==> config.mk <==
export PLATFORM = sky130hd
export DESIGN_NAME = multi_channel_pulse_width_capture
export DESIGN_NICKNAME = d
export VERILOG_FILES = /design/src/design/pwc_pkg.sv /design/src/design/multi_channel_pulse_width_capture.sv /design/src/design/pwc_chan.sv
export SDC_FILE = /design/constraint.sdc
export NUM_CORES = 1
export LEC_CHECK = 0
export ABC_AREA = 1
export BUFFER_PORTS_ARGS = -buffer_cell sky130_fd_sc_hd__buf_2
export CAP_MARGIN = 20
export CORE_ASPECT_RATIO = 2
export CORE_MARGIN = 5
export CORE_UTILIZATION = 50
export CTS_BUF_LIST = sky130_fd_sc_hd__clkbuf_8
export DETAILED_ROUTE_END_ITERATION = 8
export PLACE_DENSITY = 0.67
export SLEW_MARGIN = 20
export SYNTH_ARGS = -nofsm -noshare
export SYNTH_HDL_FRONTEND = slang
export SYNTH_HIERARCHICAL = 1
export SYNTH_SLANG_ARGS = --single-unit
==> constraint.sdc <==
create_clock -name clk -period 7.2 [get_ports clk]
set_input_delay 1.08 -clock clk [delete_from_list [all_inputs] [get_ports clk]]
set_output_delay 1.08 -clock clk [all_outputs]
set_load 0.02 [all_outputs]
==> src/design/pwc_pkg.sv <==
// ----------------------------------------------------------------------------
// pwc_pkg
// Types and constants shared by the pulse width capture block.
// ----------------------------------------------------------------------------
package pwc_pkg;

  // field widths
  localparam int CH_W    = 2;
  localparam int CAP_W   = 16;
  localparam int CNT_W   = 16;
  localparam int WIDTH_W = 32;
  localparam int AWAIT_W = 4;
  localparam int CFG_A_W = 1;
  localparam int CFG_D_W = 16;

  // packed bus widths
  localparam int IN_DATA_W  = 24;
  localparam int OUT_DATA_W = 40;

  // register indexes
  localparam logic [CFG_A_W-1:0] REG_WRAP_WEIGHT = 1'd0;
  localparam logic [CFG_A_W-1:0] REG_OVF_LIMIT   = 1'd1;

  // register reset values
  localparam logic [CFG_D_W-1:0] WRAP_WEIGHT_RST = 16'd4999;
  localparam logic [CFG_D_W-1:0] OVF_LIMIT_RST   = 16'd63;

  // event kinds
  localparam logic MODE_WRAP    = 1'b0;
  localparam logic MODE_CAPTURE = 1'b1;

  // command from the control stage to one channel
  typedef struct packed {
    logic             step;     // apply this cycle
    logic             wrap;     // counter wrap event
    logic             capture;  // capture addressed to this channel
    logic [CAP_W-1:0] cap_value;
  } chan_cmd_t;

  // state of one channel
  typedef struct packed {
    logic             is_high;
    logic [CNT_W-1:0] ovf_count;
    logic [CAP_W-1:0] rise_value;
  } chan_state_t;

endpackage

==> src/design/multi_channel_pulse_width_capture.sv <==
// ----------------------------------------------------------------------------
// multi_channel_pulse_width_capture
// High pulse width measurement on several channels from wrap and capture words.
// ----------------------------------------------------------------------------
// Registers: input, then result; channel update and one 16x16 multiply sit in one stage.
// Throughput: one word per cycle while out_tready is high.
// Each input word yields exactly one result word.
// Reset: synchronous active-low rst_n clears channel state, pipeline valids and
// restores wrap_weight to 4999 and overflow_limit to 63.
module multi_channel_pulse_width_capture #(
  parameter int CHANNELS = 4
) (
  input  logic                                clk,
  input  logic                                rst_n,
  // input stream
  input  logic                                in_tvalid,
  output logic                                in_tready,
  input  logic [pwc_pkg::IN_DATA_W-1:0]       in_tdata,   // channel[1:0], capture_value[17:2]
  input  logic                                in_tuser,   // mode
  // result stream
  output logic                                out_tvalid,
  input  logic                                out_tready,
  output logic [pwc_pkg::OUT_DATA_W-1:0]      out_tdata,  // width_channel[1:0],
                                                          // pulse_width[33:2],
                                                          // await_falling[37:34]
  output logic                                out_tuser,  // width_valid
  // configuration
  input  logic                                cfg_wr_en,
  input  logic [pwc_pkg::CFG_A_W-1:0]         cfg_addr,
  input  logic [pwc_pkg::CFG_D_W-1:0]         cfg_wr_data
);
  import pwc_pkg::*;

  // configuration registers
  logic [CFG_D_W-1:0] wrap_weight_r;
  logic [CFG_D_W-1:0] ovf_limit_r;

  always_ff @(posedge clk) begin
    if (!rst_n) begin
      wrap_weight_r <= WRAP_WEIGHT_RST;
      ovf_limit_r   <= OVF_LIMIT_RST;
    end else if (cfg_wr_en) begin
      case (cfg_addr)
        REG_WRAP_WEIGHT: wrap_weight_r <= cfg_wr_data;
        REG_OVF_LIMIT:   ovf_limit_r   <= cfg_wr_data;
        default: ;
      endcase
    end
  end

  // input register
  logic             in_valid_r;
  logic             mode_r;
  logic [CH_W-1:0]  ch_r;
  logic [CAP_W-1:0] cap_r;
  logic             advance;

  assign advance   = in_valid_r && (!out_tvalid || out_tready);
  assign in_tready = !in_valid_r || advance;

  always_ff @(posedge clk) begin
    if (!rst_n) begin
      in_valid_r <= 1'b0;
    end else if (in_tready) begin
      in_valid_r <= in_tvalid;
    end
  end

  always_ff @(posedge clk) begin
    if (in_tready && in_tvalid) begin
      mode_r <= in_tuser;
      ch_r   <= in_tdata[CH_W-1:0];
      cap_r  <= in_tdata[CH_W+CAP_W-1:CH_W];
    end
  end

  // channel cells
  chan_state_t        ch_state [CHANNELS];
  logic [CHANNELS-1:0] hi_nxt;

  for (genvar c = 0; c < CHANNELS; c++) begin : g_chan
    chan_cmd_t cmd;
    assign cmd.step      = advance;
    assign cmd.wrap      = (mode_r == MODE_WRAP);
    assign cmd.capture   = (mode_r == MODE_CAPTURE) && (int'(ch_r) == c);
    assign cmd.cap_value = cap_r;

    pwc_chan u_chan (
      .clk         (clk),
      .rst_n       (rst_n),
      .cmd         (cmd),
      .ovf_limit   (ovf_limit_r),
      .state       (ch_state[c]),
      .is_high_nxt (hi_nxt[c])
    );
  end

  // pick the addressed channel
  chan_state_t sel_state;
  logic        ch_hit;

  always_comb begin
    sel_state = '0;
    ch_hit    = 1'b0;
    for (int c = 0; c < CHANNELS; c++) begin
      if (int'(ch_r) == c) begin
        sel_state = ch_state[c];
        ch_hit    = 1'b1;
      end
    end
  end

  // width = fall - rise + overflows * weight, modulo 2^32
  logic                width_valid;
  logic [WIDTH_W-1:0]  ovf_ticks;
  logic [WIDTH_W-1:0]  width_raw;

  assign width_valid = (mode_r == MODE_CAPTURE) && ch_hit && sel_state.is_high;
  assign ovf_ticks   = WIDTH_W'(sel_state.ovf_count) * WIDTH_W'(wrap_weight_r);
  assign width_raw   = WIDTH_W'(cap_r) - WIDTH_W'(sel_state.rise_value) + ovf_ticks;

  // awaited edge of the visible channels, after this word
  logic [AWAIT_W-1:0] await_nxt;

  for (genvar c = 0; c < AWAIT_W; c++) begin : g_await
    if (c < CHANNELS) begin : g_on
      assign await_nxt[c] = hi_nxt[c];
    end else begin : g_off
      assign await_nxt[c] = 1'b0;
    end
  end

  // result register
  logic               out_valid_r;
  logic               width_valid_r;
  logic [CH_W-1:0]    width_ch_r;
  logic [WIDTH_W-1:0] pulse_width_r;
  logic [AWAIT_W-1:0] await_r;

  always_ff @(posedge clk) begin
    if (!rst_n) begin
      out_valid_r <= 1'b0;
    end else if (advance) begin
      out_valid_r <= 1'b1;
    end else if (out_tready) begin
      out_valid_r <= 1'b0;
    end
  end

  always_ff @(posedge clk) begin
    if (advance) begin
      width_valid_r <= width_valid;
      width_ch_r    <= width_valid ? ch_r : '0;
      pulse_width_r <= width_valid ? width_raw : '0;
      await_r       <= await_nxt;
    end
  end

  assign out_tvalid = out_valid_r;
  assign out_tuser  = width_valid_r;
  assign out_tdata  = OUT_DATA_W'({await_r, pulse_width_r, width_ch_r});

endmodule

==> src/design/pwc_chan.sv <==
// ----------------------------------------------------------------------------
// pwc_chan
// State of one capture channel: level, overflow count and rising value.
// ----------------------------------------------------------------------------
module pwc_chan (
  input  logic                       clk,
  input  logic                       rst_n,
  input  pwc_pkg::chan_cmd_t         cmd,
  input  logic [pwc_pkg::CNT_W-1:0]  ovf_limit,
  output pwc_pkg::chan_state_t       state,
  output logic                       is_high_nxt
);
  import pwc_pkg::*;

  chan_state_t state_r;
  chan_state_t state_nxt;

  // next state for wrap or capture
  always_comb begin
    state_nxt = state_r;
    if (cmd.step) begin
      if (cmd.wrap) begin
        if (state_r.is_high) begin
          if (state_r.ovf_count >= ovf_limit) begin
            state_nxt.rise_value = '0;
            state_nxt.ovf_count  = '0;
          end else begin
            state_nxt.ovf_count = state_r.ovf_count + CNT_W'(1);
          end
        end
      end else if (cmd.capture) begin
        if (!state_r.is_high) begin
          state_nxt.rise_value = cmd.cap_value;
          state_nxt.is_high    = 1'b1;
        end else begin
          state_nxt.ovf_count = '0;
          state_nxt.is_high   = 1'b0;
        end
      end
    end
  end

  // channel state register
  always_ff @(posedge clk) begin
    if (!rst_n) begin
      state_r <= '0;
    end else begin
      state_r <= state_nxt;
    end
  end

  assign state       = state_r;
  assign is_high_nxt = state_nxt.is_high;

endmodule
Yosys cells after proc, flatten, opt, wreduce, memory -nomap -nowiden
Index checks and enable logic that the tools add are counted.

Add/sub/neg operators: 6. $mul: 1. $lt $le $gt $ge: 4. Eq/ne operators: 15. Multiplexer cells: 50. Bitwise operators: 1. Reduce and logical (&&, ||, !) cells: 32.

Operator list (count): 33-bit two-way mux (12); 16-bit two-way mux (16); 32-bit two-way mux (8); 16-bit by 1-bit adder with 16-bit output, second input constant (4); 16-bit greater-or-equal comparator (4); 32-bit adder (1); 16-bit by 16-bit multiplier with 32-bit output (1); 5-bit AND reduction (4); 2-bit nonzero test (9); 16-bit by 16-bit subtractor with 17-bit output (1); 2-bit by 1-bit != test with 1-bit output, second input constant (8); 4-bit AND reduction (4); 1-bit two-way mux (14); 1-bit logical AND (8); 2-bit != test, second input constant (4); 2-bit == test, second input constant (2); 2-bit AND reduction (2); 2-bit by 1-bit == test with 1-bit output, second input constant (1); 1-bit logical NOT (2); 2-bit logical NOT (1); 1-bit logical OR (2); 1-bit NOT (1).

Bits in registers: 224. Input port bits: 47. Output and inout port bits: 43. Word-level logic and storage cells: 132.

Logic depth before layout (Yosys ltp)
Word-level depth: 7. Depth in mapped cells: 42. Mapped depth without buffers: 39.

By module
The synthesis kept the hierarchy.

By module, submodules not included: multi_channel_pulse_width_capture (instances 1, cells each 1872, area an instance 14543.9 sq um, seq. area each 2422.3 sq um); pwc_chan (instances 4, cells each 316, area an instance 2059.5 sq um, seq. area each 660.6 sq um).

Worst setup path after synthesis
Ideal clock, no wire load.

Kind: reg2reg. Start: register ch_r[0]. End: register pulse_width_r[31], data pin. Library setup time: 0.253 ns. Arrival: 5.869 ns. Data required time: 6.947 ns. Setup slack: 1.079 ns. Cell stages (with the launch flop): 40. Clock period less this slack: 6.121 ns. Cell sequence: edfxtp_1 -> buf_6 -> inv_4 -> nand2_4 -> inv_2 -> buf_6 -> buf_2 -> a221oi_1 -> nand2_1 -> o21ai_0 -> inv_1 -> ha_1 -> inv_1 -> fa_1 -> nand2_1 -> nand2_1 -> nand3_1 -> nand2_1 -> [... 4 more ...] -> inv_1 -> fa_1 -> inv_1 -> fa_1 -> inv_1 -> fa_1 -> inv_1 -> ha_1 -> nand2_1 -> nor2_1 -> inv_1 -> nor2_1 -> and2_1 -> nand2_1 -> nand2_1 -> nand2_1 -> nand2_1 -> nor2_1.

Cells in the longest elaborated chain, start to end: 7.

RTL lines: start, declared (RTL line multi_channel_pulse_width_capture.sv:54) `logic [CH_W-1:0] ch_r;`; start signal, assigned (RTL line multi_channel_pulse_width_capture.sv:72) `ch_r <= in_tdata[CH_W-1:0];`; 2-bit logical NOT (RTL line multi_channel_pulse_width_capture.sv:106) `if (int'(ch_r) == c) begin`; 33-bit two-way mux or 1-bit two-way mux (tied branches) (4 in a row) (RTL line multi_channel_pulse_width_capture.sv:106); 16-bit by 16-bit multiplier with 32-bit output (tied with other cells) (RTL line multi_channel_pulse_width_capture.sv:119) `assign ovf_ticks = WIDTH_W'(sel_state.ovf_count) * WIDTH_W'(wrap_weight_r);`; 32-bit adder or 1-bit logical AND (tied branches) (RTL line multi_channel_pulse_width_capture.sv:120, multi_channel_pulse_width_capture.sv:118); end signal, assigned (RTL line multi_channel_pulse_width_capture.sv:154) `pulse_width_r <= width_valid ? width_raw : '0;`; end, declared (RTL line multi_channel_pulse_width_capture.sv:137) `logic [WIDTH_W-1:0] pulse_width_r;`.

Several ways; a longest one is shown, not always the timed one. A chain may end at the register's enable or synchronous reset.

Worst setup path after layout
Start: register ch_r[1]. End: register pulse_width_r[31], data pin.

The elaborated chain is that of the path after synthesis.

==> key figures <==
Logic synthesis
  • Register area share after synthesis: 0.222
  • Post-synth top area share: 0.199
  • Synthesized area: around 23,000 um2
  • Syn. warnings: 6
  • Main area contributors after synthesis: fa_1, dfxtp_1, nand2_1
  • Main synth FF type: dfxtp_1
  • Seq cells post-synth: between 200 and 250
  • Syn Inst Count: around 3,100
  • Post-synth EDFFs: 58
  • Asr flop ratio synth: 0
  • Syn avg cell area: 7.26 um2
  • Yosys cell types: 52
  • Area leader, netlist: fa_1

Cells and area
  • Post-Layout Cell Count: approximately 3,800
  • Synthesis-to-finish area growth: 8.58%
  • Layout cell share with drive strength beyond 1: 0.0950
  • Final nets: 3,698

STA
  • Setup Viol. Count Final: 0
  • Peak Freq: about 0.15 GHz
  • Final worst-path cycle share: 0.950
  • TNS Setup: 0 ps
  • Max-slew violations: 0
  • Final Hold Vio Count: 0
  • Least-Margin Pin Slew: between 1000 and 1500 ps
  • Relative slew slack: 0.253
  • Post-route minimum period: around 6800 ps
  • Final Skew: roughly 74 ps
  • RSZ-0062 raised after global routing: yes

Routing
  • Final WL: around 70,000 um
  • DRC Markers: 0
  • Final ANT Viol Nets: 0
  • First drt pass iteration count: 5
  • Vias: 20,500
  • Initial detailed-routing violation count: between 1,000 and 1,500
  • WL per Instance: between 15 and 20 um
  • Vias per cell: around 5.4

Place
  • Post-DP HPWL: between 50,000 and 60,000 um
  • GPL Wtd Cong: about 1.0
  • Cell count after placement: ~3,800
  • Port Buf Inserts: 81

Global routing
  • First-pass GRT wire length: about 110,000 um
  • Initial antenna violation count: 1
  • Total GRT Usage: 0.284
  • Largest net degree at the start of global routing: ~110
  • Vias in the first global route: 21,300
  • GR Overflow Total: 0

Run
  • Max_cap viols: 0

Setup path
  • Reg2Reg Depth: 28
  • CP Max Fanout: 19
  • Largest stage delay on the critical path: roughly 570 ps
  • CP Class: reg -> reg
  • CP dominant cell by count: nand2_1
  • RR Startpoint: ch_r[1]$_DFFE_PP_
  • CP arrival: 7180 ps
  • Critical Path RT: approximately 7500 ps
  • Nature of the critical path startpoint: register
  • Crit end category: register
  • RR Endpoint: pulse_width_r[31]$_SDFFCE_PN0P_
  • Setup slack, reg-to-reg: roughly 360 ps
  • Slowest cell on crit path: fa_1

Die
  • Core Region: about 45,000 um2
  • Die area: 50,200 um2
  • Die Span Y: 312 um
  • I/O Pins: 90
  • Initial Util: 0.506
  • Rows: 110
  • DIE WIDTH: about 160 um

Power
  • Sequential cell fraction of total power: 0.224
  • Lkg Pwr: about 0.013 uW
  • Internal Power: between 3000 and 4000 uW
  • Clock power frac: 0.178
  • Share of power burned in combinational logic: 0.597
  • Net Sw Frac: 0.495
  • P_sw: about 3100 uW
  • Peak VDD IR: between 150 and 200 uV
  • Cell area power density: between 200 and 300 nW/um2

Clocking
  • Clk Latency, worst-skew pair: ~640 ps
  • Worst-path clk slew: 60 ps
  • CTS tree: done
  • H-tree depth: 2
  • Clk root buf: clkbuf_8
  • CTS max path bufs: 3
  • Clock sinks: roughly 220
  • Post-CTS Hold Fix Bufs: 0
  • CTS Buf Count: 37

Min path
  • WHS Endpoint: g_chan[0].u_chan/state[5]$_SDFFE_PN0P_
  • Tightest Hold Check Type: reg -> reg
  • Min-Delay Path Depth: 2
  • Hold Startpoint: g_chan[0].u_chan/state[5]$_SDFFE_PN0P_

Status
  • Outcome: completed
metal layers:
metal,vias to the layer above,track usage,routed length [um]
met5,-,0,0
met4,0,0.236,7300
met3,312,0.0304,2620
met2,649,0.545,38400
met1,9773,0.263,23400
li1,9780,-,-
worst max-delay path by stage:
stage | from | endpoint | slack [ps] | depth (start not counted)
floorplan | ch_r[0]$_DFFE_PP_ | pulse_width_r[31]$_SDFFCE_PN0P_ | 1080 | 39
global placement | ch_r[1]$_DFFE_PP_ | pulse_width_r[31]$_SDFFCE_PN0P_ | 260 | 32
detailed placement | ch_r[1]$_DFFE_PP_ | pulse_width_r[31]$_SDFFCE_PN0P_ | 210 | 32
CTS | ch_r[1]$_DFFE_PP_ | pulse_width_r[31]$_SDFFCE_PN0P_ | 170 | 32
global route | ch_r[1]$_DFFE_PP_ | pulse_width_r[23]$_SDFFCE_PN0P_ | -6 | 36
finish | ch_r[1]$_DFFE_PP_ | pulse_width_r[31]$_SDFFCE_PN0P_ | 360 | 28
worst max-delay path: cells and delay by family (launching register included):
kind            cells  cell delay [ps]
simple gates       13             1770
fa+ha+maj           7             3300
flops               1              430
compound gates      1              230
buf+inv             7              860
repair_timing:
item,4_1_cts,5_1_grt
resized for setup,0,9
setup buffers,0,1
hold endpoints to repair,0,0
setup endpoints to repair,0,19
layout make-up:
| cell class | count | area (um2) |
|---|---|---|
| clock inverter | 28 | 144 |
| fill | 4337 | 20300 |
| timing repair buffer | 168 | 1090 |
| tap | 560 | 701 |
| inverter | 631 | 2380 |
| antenna | 1 | 2.50 |
| multi-input combinational | 2182 | 14800 |
| sequential | 224 | 5060 |
| clock buffer | 40 | 551 |
cells by family (layout without fill, tap and decap cells):
group,count (synthesis),in the layout,synth area share
AOI/OAI and AO/OA,290,290,0.0768
xor gates and xnor gates,43,43,0.0165
adders and majority gates,407,407,0.298
buffers and inverters,731,867,0.129
DFF,224,224,0.222
other,1,3,0.000165
and+or+nand+nor,1440,1440,0.257
registers in the layout (all words and copies together), names as in the netlist:
register / flops
width_ch_r: 2
ch_r: 2
mode_r: 1
out_tvalid: 1
await_r: 4
g_chan.u_chan/state: 132
cap_r: 16
out_tuser: 1
pulse_width_r: 32
in_valid_r: 1
ovf_limit_r: 16
wrap_weight_r: 16
synthesized netlist by cell type, types with 18 or more instances:
library cell	n
nand2_1	787
nand2_2	30
a21oi_1	136
nand4_1	22
buf_2	41
dfxtp_1	166
ha_1	181
fa_1	226
nor2_1	418
nand3_1	135
nor3_1	18
edfxtp_1	58
xor2_1	33
clkbuf_1	24
o21ai_0	64
inv_1	610
placed cells by master, fill, tap and decap left out, types with 5 or more instances in the layout:
| cell type | instances |
|---|---|
| a21boi_0 | 11 |
| o211ai_1 | 7 |
| nand4_1 | 22 |
| dfxtp_1 | 166 |
| inv_2 | 15 |
| a22o_1 | 13 |
| fa_1 | 226 |
| xnor2_1 | 10 |
| edfxtp_1 | 58 |
| o221ai_1 | 13 |
| a221oi_1 | 6 |
| clkinv_2 | 6 |
| inv_1 | 618 |
| clkinv_1 | 9 |
| o21a_1 | 6 |
| a21oi_2 | 8 |
| nand2_2 | 32 |
| nor3_1 | 18 |
| nor2_2 | 5 |
| ha_1 | 181 |
| clkinvlp_4 | 5 |
| o21ai_0 | 64 |
| clkbuf_8 | 40 |
| nand3_1 | 135 |
| nand2_1 | 785 |
| o21ai_1 | 5 |
| buf_2 | 80 |
| nand2_4 | 5 |
| nor2_1 | 417 |
| a21oi_1 | 135 |
| xor2_1 | 33 |
| buf_4 | 85 |
stage by stage:
step / power, uW / hold WS [ps] / setup slack, ps / util / area, um2
3_3_place_gp: 5060 / 457 / 258 / 0.534 / 24000
6_report: 6240 / 484 / 357 / 0.550 / 24700
4_1_cts: 6260 / 488 / 173 / 0.549 / 24700
2_1_floorplan: 3870 / 446 / 1080 / - / 22800
5_1_grt: 6810 / 507 / -6.46 / 0.550 / 24700
3_5_place_dp: 5130 / 472 / 210 / 0.534 / 24000
power by group through the flow:
stage          Combinational [uW]  Clock (uW)  Sequential (uW)
3_3_place_gp                 3640           0             1420
3_5_place_dp                 3710           0             1420
4_1_cts                      3720        1150             1400
6_report                     3730        1110             1400
5_1_grt                      4220        1190             1400
2_1_floorplan                2450           0             1430
(Power assumes the default switching activity.)
